[config.mk]
export PLATFORM = sky130hd
export DESIGN_NAME = htc_ram
export DESIGN_NICKNAME = d
export VERILOG_FILES = /design/src/sv/htc_ram.sv
export SDC_FILE = /design/constraint.sdc
export NUM_CORES = 1
export LEC_CHECK = 0
export BUFFER_PORTS_ARGS = -buffer_cell sky130_fd_sc_hd__buf_2
export CORE_MARGIN = 10
export CORE_UTILIZATION = 60
export DETAILED_ROUTE_END_ITERATION = 10
export GPL_TIMING_DRIVEN = 0
export PLACE_DENSITY = 0.77
export SETUP_SLACK_MARGIN = 0.4
export SLEW_MARGIN = 15
export SYNTH_ARGS = -nofsm -noshare
export SYNTH_HDL_FRONTEND = slang
export SYNTH_SLANG_ARGS = --single-unit
[constraint.sdc]
create_clock -name clk -period 5.3 [get_ports clk]
set_input_delay 0.53 -clock clk [delete_from_list [all_inputs] [get_ports clk]]
set_output_delay 0.53 -clock clk [all_outputs]
set_load 0.005 [all_outputs]
[src/sv/htc_ram.sv]
// ----------------------------------------------------------------------------
// htc_ram: generic single-port-write RAM
// One write and one read port, registered read data.
// ----------------------------------------------------------------------------
module htc_ram #(
  parameter int W = 8,
  parameter int D = 16,
  localparam int AW = (D > 1) ? $clog2(D) : 1
) (
  input  logic          clk,
  input  logic          we,
  input  logic [AW-1:0] waddr,
  input  logic [W-1:0]  wdata,
  input  logic [AW-1:0] raddr,
  output logic [W-1:0]  rdata
);

  logic [W-1:0] mem [D];

  always_ff @(posedge clk) begin
    if (we) begin
      mem[waddr] <= wdata;
    end
    rdata <= mem[raddr];
  end

endmodule

# Yosys cells after proc, flatten, opt, wreduce, memory -nomap -nowiden
# Memory sizes are Yosys's and may differ from the RTL's. A register that Yosys moved wholly into a read port is not among the register bits.
# Index checks and enable logic that the tools add are counted.
[word_totals]
memories = 1
out_inout_bits = 8
reg_bits = 0
inputBits = 18
ramBits = 128
[op_classes]
n_mux = 2
[memory_table]
columns = ["memory", "depth", "word_bits", "read_ports", "rd_ports_with_merged_regs", "wr", "line", "source"]
rows = [
  ["mem", 16, 8, 1, 1, 1, "18", "logic [W-1:0] mem [D];"],
]
[ops]
columns = ["operator", "n"]
rows = [
  ["$mux W1", 2],
]

# Depth between registers and ports, before layout
# Gate-level depths: netlist (run 1).
[logic_depth]
depth_word = 2
depth_mapped = 5
mapped_depth_nobuf = 3

# Worst setup path after synthesis (run 1)
# No wires, ideal clock.
[synth_path]
path_kind = "input-to-reg"
start = "input port waddr[2]"
end = "memory mem[0][0], enable pin"
t_required_ns = 4.917
arrival_time_ns = 1.640
path_stages = 2
slack_ns = 3.277
cell_sequence = "or3b_2 > nor3_1"
[synth_rtl]
columns = ["element", "line", "source"]
rows = [
  ["from (decl)", "12", "input logic [AW-1:0] waddr,"],
  ["to (decl)", "18", ""],
]
# No word-level cell before the write port.

# Final worst setup path (run 1)
[layout_path]
start = "input port waddr[2]"
end = "memory mem[2][5], enable pin"
# No word-level cell before the write port.

==> results of run 1 <==
==> critical path, cell delays in order <==
cell and delay [ps]:
buf_2 120, or3b_2 540, nor2_1 650
==> Yosys cell counts (2+ instances only) <==
| master | count |
|---|---|
| buf_2 | 3 |
| nand2_1 | 9 |
| mux4_1 | 14 |
| clkdlybuf4s25_2 | 3 |
| edfxtp_1 | 128 |
| nand3b_1 | 2 |
| nand2b_1 | 2 |
| nor3_1 | 4 |
| buf_6 | 3 |
| mux4_2 | 18 |
| a22oi_1 | 16 |
| nor2_1 | 13 |
| dfxtp_1 | 8 |
==> layer usage <==
metal  routed length (um)  vias to the layer above
met5                    0                        -
met4                  228                        0
met3                  898                       22
met2                 5260                      136
met1                 4440                     1314
li1                     -                     1059
==> report_power, final <==
part	internal (mW)	total, mW	switching, mW
Clock	0.821	1.24	0.421
Combinational	0.0477	0.117	0.0693
Sequential	1.20	1.21	0.00666
Total	2.07	2.57	0.497
==> state kept, by name (all words and copies together) (netlist names) <==
register  cells
mem         128
rdata         8
==> per-stage QoR <==
stage | cells | power, mW | setup slack [ps] | instance area (um2)
6_report | 390 | 2.57 | 3590 | 6050
5_1_grt | 390 | 2.63 | 3540 | 6050
4_1_cts | 390 | 2.58 | 3510 | 6040
3_5_place_dp | 358 | 1.35 | 3000 | 5410
3_3_place_gp | 358 | 1.34 | 2740 | 5400
2_1_floorplan | 229 | 1.29 | 3280 | 5150
==> how the worst min path moves through the flow <==
stage / to / slack, ps / cells past startpoint
2_1_floorplan: mem[0][0] / 630 / 0
3_3_place_gp: rdata[1] / 650 / 3
3_5_place_dp: rdata[3] / 670 / 3
4_1_cts: mem[6][4] / 410 / 1
5_1_grt: mem[9][3] / 420 / 1
6_report: mem[12][4] / 430 / 1
==> area by class of cell <==
cell class / count / area, um2 / share of cell area [%]
Sequential cell: 136 / 4000 / 66.2
Tap cell: 105 / 131 / 2.17
Multi-Input combinational cell: 83 / 1080 / 17.8
Buffer: 10 / 86.3 / 1.43
Timing Repair Buffer: 24 / 120 / 1.98
Clock inverter: 13 / 201 / 3.33
Clock buffer: 19 / 432 / 7.13
==> cells by family after synthesis <==
family	count (synthesis)	synth area share (%)
simple gates	35	3.18
mux	32	15.0
flops	136	77.8
buf+inv	10	1.68
compound gates	16	2.33
==> metrics, run 1 <==
final cycle utilization of the critical path=32.3%; Hold Startpoint=wdata[4]; Hold WS=approximately 430 ps; largest net degree at the start of global routing=17; num rows=33; antenna violations before repair=0; I/O Pins=26; grt total ovfl=0; Slew Viols, Final=0; FF-to-FF path depth=3; Async SR Flop Fraction=0%; MaxCap Viol Count=0; Worst-Skew Late Latency=510 ps; R2R setup slack=between 3000 and 4000 ps; Routed Antenna Nets=0; Final min period=between 1500 and 2000 ps; GRT busiest layer=met2; FF+latch count, synth=136; drc violations=0; DR pass1 iterations=4; Mapped Area=around 5000 um2; TNS Setup=0 ps; wirelength, routed=10,800 um; Die Ht=113 um; Syn Nets=247; RSZ-0062 raised after global routing=false; Syn Area/Cell=about 22 um2; Layout Nets=just under 300; Slew HR=around 45%; die width=approximately 110 um; Worst Hold Class=in2reg; EDFF count, synth=128; Critical Path Fanout Max=8; FILL cells=roughly 470; worst-margin pin slew=827 ps; total number of H-tree levels=4; Post-Syn Instances=229; startpoint types=input port; I/O Buffers=24; reg2reg start=mem[4][0]; Area contributors post-synth=edfxtp_1 (75%), mux4_2 (7.9%), mux4_1 (7.1%); commonest cells after routing, fill and taps aside=edfxtp_1 (128), buf_2 (27), mux4_2 (18); worst vdd ir=~0.00027 V; ys flop type=edfxtp_1; fmax=583 MHz; clock root buffer=clkbuf_8; WP data arrival=~1800 ps; LEAKAGE=approximately 2.0 nW; drt via density=~6.5; Req. time, crit path=5430 ps; Vias=~2,500; GRT Total Usage=between 10% and 20%; grt met2 use=between 20% and 30%; status=finished clean; Final Hold Viols=0; Clock Sinks=about 140; crit path capture type=register; clk_skew=9.90 ps; Yosys cell types=19; Synth area leader=edfxtp_1; Reg-to-Reg End=rdata[0]; final setup violation count=0; met1 GRT Util=a little under a quarter; Worst Setup SP=waddr[2]; Final HPWL DP=just over 6000 um; post-synth top area share=between 70 and 80%; core area=8300 um2; CP Class=in2reg; TritonCTS clock tree=done; Warnings, synthesis=0; number of DRC markers in iteration 0=201; CTS Buffer Depth=2; Worst-path clk slew=60 ps; met3 usage=5.86%; routability congestion estimate=0.742; layout cells sized above 1=30.9%; crit path capture=mem[2][5]; fin util=~73%; Ant. Diodes=0; wire length of the first global-routing pass=approximately 16,000 um; # hold bufs at CTS=0; Post-CTS Setup Inserts=0; most common cell after layout, fill and taps aside=edfxtp_1; Initial Utilization=62.0%; post-synthesis sequential area ratio=between 70% and 80%; area growth from synthesis to layout=17.6%; wire per inst=~28 um; power per cell area=424 nW/um2; Num CTS Buffers=17; CTS resizes=0; vias in the first global route=~2,600; die area=roughly 13,000 um2
Power figures use the tool's default switching activity.
==> inputs of run 2 (changes only) <==
Settings changed: ABC_AREA from default to 1.
Clock period 5.3 ns to 1.7 ns, I/O delays scaled along.
==> run 2 against run 1 <==
Sequential power grew to 3.1 times the previous value; first-iteration DRC count grew to 2.6 times the previous value; clock skew shrank 3.7 ps; critical path depth is the same; via count grew 61%; non-clock buffer count grew 12; worst setup slack lost 3100 ps; synthesized cell count grew 140%; sequential cell count is the same; routed wire length grew 30%; utilization shrank 1.8 points; area after synthesis grew 12%; critical path type unchanged.
==> metrics, run 2 <==
crit path capture type=register; Final min period=1190 ps; grt total ovfl=0 (unchanged); Post-Synth Simple-Gate Area=21.0% (+18 points); post-synthesis sequential area ratio=69.4% (-8.4 points); largest net degree at the start of global routing=17 (unchanged); clk_skew=6.19 ps (-3.71 ps); Num CTS Buffers=17 (unchanged); multiplexer share of the synthesized area=0% (-15 points); Final Hold Viols=0 (unchanged); core area=9280 um2 (+12%); Yosys cell types=12 (-7); TNS Setup=0 ps (unchanged); max reg flops=128 (unchanged); Ant. Diodes=0 (unchanged); DR pass1 iterations=6 (+2); Final HPWL DP=9040 um (+47%); Req. time, crit path=1850 ps (-3580 ps); GRT Total Usage=20.4% (+3.1 points); Reg power frac=48.6% (+1.5 points); Post-synth top cells=nand2_1 (173), edfxtp_1 (128), inv_1 (100); fmax=around 840 MHz; die width=118 um (+4.8%); fin util=71.1% (-1.8 points); wire per inst=19.2 um (-31%); antenna violations before repair=0 (unchanged); compound-cell area share of the yosys netlist=0% (-2.3 points); final cycle utilization of the critical path=70.2%; Worst-path clk slew=60 ps (about the same); status=finished clean; WP data arrival=1340 ps (-500 ps); Post-CTS Setup Inserts=0 (unchanged); drc violations=0 (unchanged); multi-input logic area=1210 um2 (+13%); num rows=35 (+6.1%); clock root buffer=clkbuf_8; WL met1=5550 um (+25%); Warnings, synthesis=0 (unchanged); drt via density=5.57 (-14%); FF-to-FF path depth=6 (+3); Syn Area/Cell=10.5 um2 (-53%); Synth Area in Adders=0% (unchanged); Sw Ratio=23.0% (+3.6 points); Synth area leader=edfxtp_1; post-synth top area share=66.7% (-8.0 points); Critical Path Fanout Max=8 (unchanged); area growth from synthesis to layout=14.5%; Async SR Flop Fraction=0% (unchanged); worst-margin pin slew=923 ps (+95.9 ps); MaxCap Viol Count=0 (unchanged); clock share of power=45.1% (-3.2 points); number of DRC markers in iteration 0=517 (+160%); Clock Sinks=136 (unchanged); Vias=4,087 (+61%); I/O Pins=26 (unchanged); vias in the first global route=4,019 (+57%); Logic pwr share=6.4% (+1.8 points); Mapped Area=5770 um2 (+12%); Slew HR=38.3% (-6.4 points); FILL cells=659 (+42%); CP Class=in2reg; power per cell area=1180 nW/um2 (+180%); Layout Nets=610 (+110%); Top reg by flops=mem; Routed Antenna Nets=0 (unchanged); Reg area=4000 um2 (unchanged); worst vdd ir=0.000849 V (+220%); EDFF count, synth=128 (unchanged); Worst Hold Class=in2reg; total number of H-tree levels=4 (unchanged); wirelength, routed=14,100 um (+30%); startpoint types=input port; Slew Viols, Final=0 (unchanged); Post-Syn Instances=551 (+140%); die area=13,900 um2 (+9.8%); I/O Buffers=22 (-8.3%); LEAKAGE=2.89 nW (+41%); FF+latch count, synth=136 (unchanged); layout cells sized above 1=12.9% (-18 points); CTS resizes=0 (unchanged); Hold WS=55.4 ps (-373 ps); WL met2=6360 um (+21%); Worst-Skew Late Latency=530 ps (+20 ps); wire length of the first global-routing pass=21,900 um (+36%); placement-stage cell area=6040 um2 (+12%); TritonCTS clock tree=done; Initial Utilization=62.1% (+0.093 points); Die Ht=118 um (+4.8%); Syn Nets=569 (+130%); most common cell in the netlist=nand2_1; # hold bufs at CTS=0 (unchanged); Design Power=7.76 mW (+200%); cell-internal power=5.98 mW (+190%); routability congestion estimate=0.898 (+21%); Hold Crit Depth=1 (unchanged); final setup violation count=0 (unchanged); Switch Pwr=1.78 mW (+260%); ys flop type=edfxtp_1; post-route cell area=6600 um2 (+9.1%); commonest cells after routing, fill and taps aside=nand2_1 (173), edfxtp_1 (128), inv_1 (100); Area contributors post-synth=edfxtp_1 (67%), nand2_1 (11%), nand3_1 (8.4%); Regs by FF count=mem (128), rdata (8); met3 routed WL=1650 um (+83%); CTS Buffer Depth=2 (unchanged); RSZ-0062 raised after global routing=false; most common cell after layout, fill and taps aside=nand2_1; top layer in use=met4; Synth Area in XOR/XNOR=0% (unchanged); main combinational cell family by area after synthesis=simple AND/OR/NAND/NOR gates
[run 2: worst paths after layout]
kind                            startpoint  slack (ps)         end
worst max-delay path              waddr[3]         510   mem[6][4]
worst min-delay path              wdata[4]          60  mem[11][4]
worst max register to register  mem[10][5]         670    rdata[5]
worst min register to register  mem[10][2]         690    rdata[2]
[run 2: power by group through the flow]
stage | registers (mW) | logic (mW) | clock network [mW]
after floorplan | 3.84 | 0.264 | 0
final | 3.77 | 0.495 | 3.50
after global routing | 3.77 | 0.539 | 3.64
after detailed placement | 3.84 | 0.477 | 0
after CTS | 3.77 | 0.483 | 3.50
after global placement | 3.83 | 0.463 | 0
[run 2: per-layer routing]
layer  up-vias  global-route usage, %
li1       1859                      -
met1      1905                   26.6
met2       278                   30.8
met3        45                   5.47
met4         0                   10.4
met5         -                      0
[run 2: through the flow]
step,setup WS [ps],cells
floorplan,579,551
global placement,48.0,702
detailed placement,40.0,702
CTS,554,734
global route,503,734
finish,507,734
[run 2: critical path: stages]
cell,delay [ps]
buf_2,120
nand3b_1,280
nor2_1,760
[run 2: final cells by class]
| type | instances | share of cell area [%] |
|---|---|---|
| sequential | 136 | 60.6 |
| multi-input combinational | 289 | 18.4 |
| clock buffer | 17 | 6.27 |
| inverter | 102 | 5.80 |
| buffer | 24 | 2.52 |
| tap | 129 | 2.44 |
| clock inverter | 15 | 2.29 |
| timing repair buffer | 22 | 1.67 |
[run 2: logic make-up after synthesis]
| family | Yosys count |
|---|---|
| buffers and inverters | 126 |
| flip-flops | 136 |
| AND/OR/NAND/NOR | 289 |
